<file path="config.mk">
export PLATFORM = sky130hd
export DESIGN_NAME = fixed_step_catchup_pacer
export DESIGN_NICKNAME = d
export VERILOG_FILES = /design/src/design/fscp_pkg.sv /design/src/design/fixed_step_catchup_pacer.sv /design/src/design/fscp_ctrl.sv /design/src/design/fscp_datapath.sv
export SDC_FILE = /design/constraint.sdc
export NUM_CORES = 2
export LEC_CHECK = 0
export BUFFER_PORTS_ARGS = -buffer_cell sky130_fd_sc_hd__clkbuf_2
export CAP_MARGIN = 20
export CELL_PAD_IN_SITES_DETAIL_PLACEMENT = 1
export CELL_PAD_IN_SITES_GLOBAL_PLACEMENT = 2
export CORE_ASPECT_RATIO = 1.4
export CORE_UTILIZATION = 25
export DETAILED_ROUTE_END_ITERATION = 8
export PLACE_DENSITY_LB_ADDON = 0.1
export SYNTH_ARGS = -nofsm -noshare
export SYNTH_HDL_FRONTEND = slang
export SYNTH_HIERARCHICAL = 1
export SYNTH_SLANG_ARGS = --single-unit
</file>
<file path="constraint.sdc">
create_clock -name clk -period 15.2 [get_ports clk]
set_input_delay 1.52 -clock clk [delete_from_list [all_inputs] [get_ports clk]]
set_output_delay 1.52 -clock clk [all_outputs]
set_load 0.05 [all_outputs]
</file>
<file path="src/design/fscp_pkg.sv">
// Shared types and constants for the fixed-step catch-up pacer
package fscp_pkg;

    localparam int STEP_W  = 24;
    localparam int SPEED_W = 16;
    localparam int STAMP_W = 31;
    localparam int DELTA_W = 32;
    localparam int ACC_W   = 27;
    localparam int SCALE_W = 32;
    localparam int CFG_IDX_W  = 1;
    localparam int CFG_DATA_W = 24;

    localparam logic [CFG_IDX_W-1:0] REG_STEP_LENGTH  = 1'b0;
    localparam logic [CFG_IDX_W-1:0] REG_SPEED_FACTOR = 1'b1;

    localparam logic [STEP_W-1:0]  STEP_RESET  = 24'd4267;
    localparam logic [SPEED_W-1:0] SPEED_RESET = 16'd256;
    localparam logic [ACC_W-1:0]   ACC_MAX     = 27'h7FF_FFFF;

    typedef struct packed {
        logic load;
        logic clamp;
        logic sub;
        logic finish;
    } cmd_t;

    typedef struct packed {
        logic skip_frame;
        logic sub_more;
        logic out_free;
    } status_t;

endpackage

</file>
<file path="src/design/fixed_step_catchup_pacer.sv">
// Fixed-step catch-up pacer top level.
// Sequence: timestamp accept, clamp, then n step subtractions, n the steps taken
// (0..MAX_CATCHUP), then the result register; a skipped frame skips the subtractions.
// A new timestamp is taken only once the last result is written; steps are taken at one
// step subtraction per cycle in the shared subtractor. A result waits in the output register.
// Reset: step_length 4267, speed_factor 256, pacing state cleared.
module fixed_step_catchup_pacer #(
    parameter int MAX_CATCHUP = 3
) (
    input  logic                                clk,
    input  logic                                rst_n,
    input  logic                                cfg_we,
    input  logic [fscp_pkg::CFG_IDX_W-1:0]      cfg_index,
    input  logic [fscp_pkg::CFG_DATA_W-1:0]     cfg_data,
    input  logic                                in_valid,
    output logic                                in_ready,
    input  logic [fscp_pkg::STAMP_W-1:0]        timestamp,
    output logic                                out_valid,
    input  logic                                out_ready,
    output logic [1:0]                          update_count,
    output logic [fscp_pkg::SCALE_W-1:0]        scaled_step,
    output logic signed [fscp_pkg::DELTA_W-1:0] real_delta,
    output logic                                frame_skipped
);

    fscp_pkg::cmd_t    cmd;
    fscp_pkg::status_t status;

    fscp_ctrl u_ctrl (
        .clk      (clk),
        .rst_n    (rst_n),
        .in_valid (in_valid),
        .in_ready (in_ready),
        .status   (status),
        .cmd      (cmd)
    );

    fscp_datapath #(
        .MAX_CATCHUP (MAX_CATCHUP)
    ) u_datapath (
        .clk           (clk),
        .rst_n         (rst_n),
        .cfg_we        (cfg_we),
        .cfg_index     (cfg_index),
        .cfg_data      (cfg_data),
        .timestamp     (timestamp),
        .cmd           (cmd),
        .status        (status),
        .out_valid     (out_valid),
        .out_ready     (out_ready),
        .update_count  (update_count),
        .scaled_step   (scaled_step),
        .real_delta    (real_delta),
        .frame_skipped (frame_skipped)
    );

endmodule

</file>
<file path="src/design/fscp_ctrl.sv">
// Controller state machine for the pacer
module fscp_ctrl (
    input  logic             clk,
    input  logic             rst_n,
    input  logic             in_valid,
    output logic             in_ready,
    input  fscp_pkg::status_t status,
    output fscp_pkg::cmd_t    cmd
);

    typedef enum logic [1:0] {
        ST_IDLE,
        ST_CLAMP,
        ST_SUB,
        ST_DONE
    } state_t;

    state_t state_reg;
    state_t state_next;

    always_comb
    begin
        state_next = state_reg;
        cmd        = '0;
        in_ready   = 1'b0;
        case (state_reg)
            ST_IDLE:
            begin
                in_ready = 1'b1;
                if (in_valid)
                begin
                    cmd.load   = 1'b1;
                    state_next = ST_CLAMP;
                end
            end
            ST_CLAMP:
            begin
                cmd.clamp  = 1'b1;
                state_next = status.skip_frame ? ST_DONE : ST_SUB;
            end
            ST_SUB:
            begin
                if (status.sub_more)
                begin
                    cmd.sub = 1'b1;
                end
                else
                begin
                    state_next = ST_DONE;
                end
            end
            ST_DONE:
            begin
                if (status.out_free)
                begin
                    cmd.finish = 1'b1;
                    state_next = ST_IDLE;
                end
            end
            default:
            begin
                state_next = ST_IDLE;
            end
        endcase
    end

    always_ff @(posedge clk or negedge rst_n)
    begin
        if (!rst_n)
        begin
            state_reg <= ST_IDLE;
        end
        else
        begin
            state_reg <= state_next;
        end
    end

endmodule

</file>
<file path="src/design/fscp_datapath.sv">
// Datapath for the pacer: config, delta, accumulator, step subtraction, result
module fscp_datapath #(
    parameter int MAX_CATCHUP = 3
) (
    input  logic                               clk,
    input  logic                               rst_n,
    input  logic                               cfg_we,
    input  logic [fscp_pkg::CFG_IDX_W-1:0]     cfg_index,
    input  logic [fscp_pkg::CFG_DATA_W-1:0]    cfg_data,
    input  logic [fscp_pkg::STAMP_W-1:0]       timestamp,
    input  fscp_pkg::cmd_t                     cmd,
    output fscp_pkg::status_t                  status,
    output logic                               out_valid,
    input  logic                               out_ready,
    output logic [1:0]                         update_count,
    output logic [fscp_pkg::SCALE_W-1:0]       scaled_step,
    output logic signed [fscp_pkg::DELTA_W-1:0] real_delta,
    output logic                               frame_skipped
);

    localparam int CNT_W = $clog2(MAX_CATCHUP + 1);
    localparam int LIM_W = fscp_pkg::STEP_W + CNT_W;
    localparam int SUM_W = ((LIM_W > fscp_pkg::ACC_W) ? LIM_W : fscp_pkg::ACC_W) + 1;
    localparam int ADD_W = fscp_pkg::STAMP_W + 8;
    localparam int PROD_W = fscp_pkg::STEP_W + fscp_pkg::SPEED_W;

    logic [fscp_pkg::STEP_W-1:0]  step_length_reg;
    logic [fscp_pkg::SPEED_W-1:0] speed_factor_reg;
    logic [fscp_pkg::STAMP_W-1:0] prev_stamp_reg;
    logic [fscp_pkg::DELTA_W-1:0] measured_delta_reg;
    logic [fscp_pkg::ACC_W-1:0]   acc_reg;
    logic [1:0]                   spiral_reg;
    logic [1:0]                   prev_count_reg;
    logic [SUM_W-1:0]             sum_reg;
    logic [CNT_W-1:0]             iter_reg;
    logic                         skipped_reg;
    logic [fscp_pkg::SCALE_W-1:0] scaled_reg;
    logic                         out_valid_reg;
    logic [1:0]                   update_count_reg;
    logic [fscp_pkg::SCALE_W-1:0] scaled_step_reg;
    logic [fscp_pkg::DELTA_W-1:0] real_delta_reg;
    logic                         frame_skipped_reg;

    logic [PROD_W-1:0]            product;
    logic [LIM_W-1:0]             limit;
    logic [ADD_W-1:0]             add_raw;
    logic [LIM_W-1:0]             add_clamped;
    logic [SUM_W-1:0]             sum_next;
    logic [fscp_pkg::ACC_W-1:0]   acc_sat;
    logic [1:0]                   cnt;
    logic [1:0]                   spiral_next;

    assign product = PROD_W'(step_length_reg) * PROD_W'(speed_factor_reg);
    assign limit   = LIM_W'(step_length_reg) * LIM_W'(MAX_CATCHUP);
    assign add_raw = {measured_delta_reg[fscp_pkg::STAMP_W-1:0], 8'b0};

    always_comb
    begin
        if (measured_delta_reg[fscp_pkg::DELTA_W-1])
        begin
            add_clamped = '0;
        end
        else if (add_raw > ADD_W'(limit))
        begin
            add_clamped = limit;
        end
        else
        begin
            add_clamped = add_raw[LIM_W-1:0];
        end
        if (step_length_reg == '0)
        begin
            sum_next = '0;
        end
        else
        begin
            sum_next = SUM_W'(acc_reg) + SUM_W'(add_clamped);
        end
    end

    always_comb
    begin
        if (sum_reg > SUM_W'(fscp_pkg::ACC_MAX))
        begin
            acc_sat = fscp_pkg::ACC_MAX;
        end
        else
        begin
            acc_sat = sum_reg[fscp_pkg::ACC_W-1:0];
        end
        if (32'(iter_reg) > 32'd3)
        begin
            cnt = 2'd3;
        end
        else
        begin
            cnt = 2'(iter_reg);
        end
        spiral_next = spiral_reg;
        if (cnt > prev_count_reg)
        begin
            if (spiral_reg != 2'd3)
            begin
                spiral_next = spiral_reg + 2'd1;
            end
        end
        else if (cnt < prev_count_reg)
        begin
            spiral_next = 2'd0;
        end
    end

    assign status.skip_frame = (spiral_reg > 2'd1);
    assign status.sub_more   = (iter_reg != CNT_W'(MAX_CATCHUP))
                               && (step_length_reg != '0)
                               && (sum_reg >= SUM_W'(step_length_reg));
    assign status.out_free   = !out_valid_reg || out_ready;

    always_ff @(posedge clk or negedge rst_n)
    begin
        if (!rst_n)
        begin
            step_length_reg    <= fscp_pkg::STEP_RESET;
            speed_factor_reg   <= fscp_pkg::SPEED_RESET;
            prev_stamp_reg     <= '0;
            measured_delta_reg <= '0;
            acc_reg            <= '0;
            spiral_reg         <= '0;
            prev_count_reg     <= '0;
            out_valid_reg      <= 1'b0;
        end
        else
        begin
            if (cfg_we)
            begin
                case (cfg_index)
                    fscp_pkg::REG_STEP_LENGTH:  step_length_reg  <= cfg_data;
                    fscp_pkg::REG_SPEED_FACTOR:
                        speed_factor_reg <= cfg_data[fscp_pkg::SPEED_W-1:0];
                    default: ;
                endcase
            end
            if (cmd.load)
            begin
                if (prev_stamp_reg != '0)
                begin
                    measured_delta_reg <= fscp_pkg::DELTA_W'(timestamp)
                                        - fscp_pkg::DELTA_W'(prev_stamp_reg);
                end
                prev_stamp_reg <= timestamp;
            end
            if (cmd.clamp && status.skip_frame)
            begin
                acc_reg    <= '0;
                spiral_reg <= '0;
            end
            if (cmd.finish && !skipped_reg)
            begin
                acc_reg        <= acc_sat;
                spiral_reg     <= spiral_next;
                prev_count_reg <= cnt;
            end
            if (cmd.finish)
            begin
                out_valid_reg <= 1'b1;
            end
            else if (out_ready)
            begin
                out_valid_reg <= 1'b0;
            end
        end
    end

    always_ff @(posedge clk)
    begin
        if (cmd.load)
        begin
            scaled_reg <= product[PROD_W-1:8];
        end
        if (cmd.clamp)
        begin
            skipped_reg <= status.skip_frame;
            sum_reg     <= sum_next;
            iter_reg    <= '0;
        end
        if (cmd.sub)
        begin
            sum_reg  <= sum_reg - SUM_W'(step_length_reg);
            iter_reg <= iter_reg + CNT_W'(1);
        end
        if (cmd.finish)
        begin
            update_count_reg  <= skipped_reg ? 2'd0 : cnt;
            scaled_step_reg   <= scaled_reg;
            real_delta_reg    <= measured_delta_reg;
            frame_skipped_reg <= skipped_reg;
        end
    end

    assign out_valid     = out_valid_reg;
    assign update_count  = update_count_reg;
    assign scaled_step   = scaled_step_reg;
    assign real_delta    = real_delta_reg;
    assign frame_skipped = frame_skipped_reg;

endmodule

</file>
==> run_results.csv <==
group,metric,value,unit
setup_path,slowest_delay,0.79,ns
cts,clock_sinks,267,
global_route,grt_overflow,0,
timing,hold_viol,0,
die,initial_core_util,0.254,
place,place.gp.congestion,0.834,
cts,cts_tree,"done",
setup_path,cp_max_fo,28,
place,numPortBuffers,129,
yosys,yosys_warnings,6,
yosys,synthFlopType,"edfxtp_1",
cts,cts_max_path_buffers,3,
setup_path,crit_slowest_cell,"dfrtp_1",
timing,tightest_slew,1.07,ns
die,die_width,283,um
timing,finClkSkew,0.0293,ns
timing,setup_violations,0,
timing,maxSlewHeadroom,0.285,
setup_path,crit_type,"flop to flop",
route,ant_nets,0,
yosys,synth_area,27600,sq um
timing,slew_viol_final,0,
finish,num-nets-final,3631,
finish,layout-drive-gt1-share,0.0876,
timing,tns,0,ns
status,status,"completed",
flow_run,cap_violations,0,
yosys,yosysSeqAreaShare,0.266,
global_route,grt_pass1_wl,145000,um
setup_path,required,15.54,ns
cts,cts-buffers-inserted,37,
timing,min_period,9.24,ns
setup_path,cp.arrival,9.58,ns
setup_path,worst-path-buf-inv,1,
timing,fmax,108,MHz
global_route,grt_pass1_vias,23590,
route,drt_iter0_markers,686,
cts,ctsResizeCount,0,
finish,syn_to_final_growth,12.6,%
route,drt_first_pass_iters,5,
yosys,syn_inst,2932,
cts,post_cts_buffers,0,
place,placed_cell_area,29900,sq um
route,drc,0,
setup_path,crit_top_cell,"ha_1",
finish,final_cell_area,31100,sq um
cts,clk_pin_slew,0.06,ns
cts,root_buffer,"clkbuf_16",
global_route,antenna_found_initial,0,
die,dieArea,112000,sq um
die,coreArea,109000,sq um
yosys,synth_nets,3555,
route,viasPerCell,4.66,
route,drt-total-wl,93800,um
yosys,yosysTopAreaCell,"fa_1",
yosys,synth_common_cells,"nand2_1, inv_1, fa_1",
setup_path,cp-start-kind,"flop",
yosys,synth_edf_count,130,
die,pin_count,130,
cts,hold_buffers,0,
yosys,synth_area_leaders,"fa_1, edfxtp_1, dfrtp_1, ha_1, nand2_1",
timing,rsz0062_at_grt,"false",
yosys,synth_top_area_frac,0.224,
yosys,ys_types,85,
die,dieHeight,395,um
yosys,syn_avg_cell_area,9.42,sq um
route,wl_per_cell,20.9,um
global_route,grt_max_degree,73,
setup_path,end_kind,"flop",
yosys,synth.most_common_cell,"nand2_1",
yosys,async_flop_share,0.513,
cts,worstSkewPairLatency,0.61,ns
hold_path,hp-class,"flop to flop",
die,placementRows,143,
global_route,grt_usage,0.169,
cts,htree_levels,2,
yosys,ys_ff_latch,267,
route,vias,20894,
place,dp_hpwl,75200,um
timing,fin_crit_sh,0.608,
setup_path,rrSetupSlack,5.96,ns
setup_path,cp_top_family,"compound AO/OA/AOI/OAI gates",
cell usage in the layout (no fill, tap or decap), drive strengths merged, types with 66 or more instances in the layout:
master and n:
nor2 94, a21oi 106, edfxtp 130, and2 129
ha 253, dfrtp 130, inv 416, a21o 69
clkbuf 170, o21ai 181, fa 309, nand2 467
xnor2 66
worst reg2reg max path, delay by kind of cell (launching register included):
kind                     cells  cell delay [ns]
AO/OA/AOI/OAI               15             4.56
AND/OR/NAND/NOR             10             2.62
adder cells (fa/ha/maj)      3             0.86
flip-flops                   1             0.79
buffers and inverters        1             0.19
kinds of logic (layout without fill, tap and decap cells):
family,after synthesis,count (layout),share of synthesized area
muxes,23,23,0.00933
DFF,267,267,0.266
other,0,1,0
xor gates and xnor gates,106,106,0.0336
adders and majority gates,562,562,0.339
AOI/OAI and AO/OA,537,537,0.127
buffers and inverters,532,636,0.0723
and+or+nand+nor,905,905,0.154
worst paths after layout:
check | to | cells past startpoint | start
max | u_datapath/sum_reg[27]$_DFFE_PP_ | 29 | u_datapath/step_length_reg[2]$_DFFE_PN0P_
min | u_datapath/scaled_step[3]$_DFFE_PP_ | 0 | u_datapath/scaled_reg[3]$_DFFE_PP_
max reg2reg | u_datapath/sum_reg[27]$_DFFE_PP_ | 29 | u_datapath/step_length_reg[2]$_DFFE_PN0P_
min reg2reg | u_datapath/scaled_step[3]$_DFFE_PP_ | 0 | u_datapath/scaled_reg[3]$_DFFE_PP_
max in group asynchronous | u_datapath/measured_delta_reg[13]$_DFFE_PN0P_ | 2 | rst_n
min in group asynchronous | u_datapath/spiral_reg[1]$_DFFE_PN0P_ | 1 | rst_n
routing by layer:
| metal | track usage | up-vias | share of wire |
|---|---|---|---|
| met4 | 0.0476 | 0 | 0.025 |
| li1 | - | 9849 | - |
| met5 | 0 | - | 0 |
| met1 | 0.191 | 10751 | 0.41 |
| met3 | 0.0161 | 86 | 0.020 |
| met2 | 0.329 | 208 | 0.55 |
through the flow:
step	hold WS (ns)	worst slack (ns)	instances	util
after floorplan	0.400	7.95	2932	-
final	0.416	5.96	4487	0.285
after global placement	0.401	6.10	4417	0.274
after CTS	0.417	5.79	4485	0.285
after detailed placement	0.406	5.82	4418	0.274
after global routing	0.421	5.26	4486	0.285
final cells by class:
type                       count  area, sq um
inverter                     414         1550
tap                         1450         1810
sequential                   267         7340
clock buffer                  42          955
timing repair buffer         155          865
clock inverter                25          241
multi-input combinational   2133        18300
fill                       12485        77900
antenna                        1         2.50
Power is left out: the tool's default activity adds up to more than one toggle a clock period on the data nets, which glitch-free logic cannot reach.
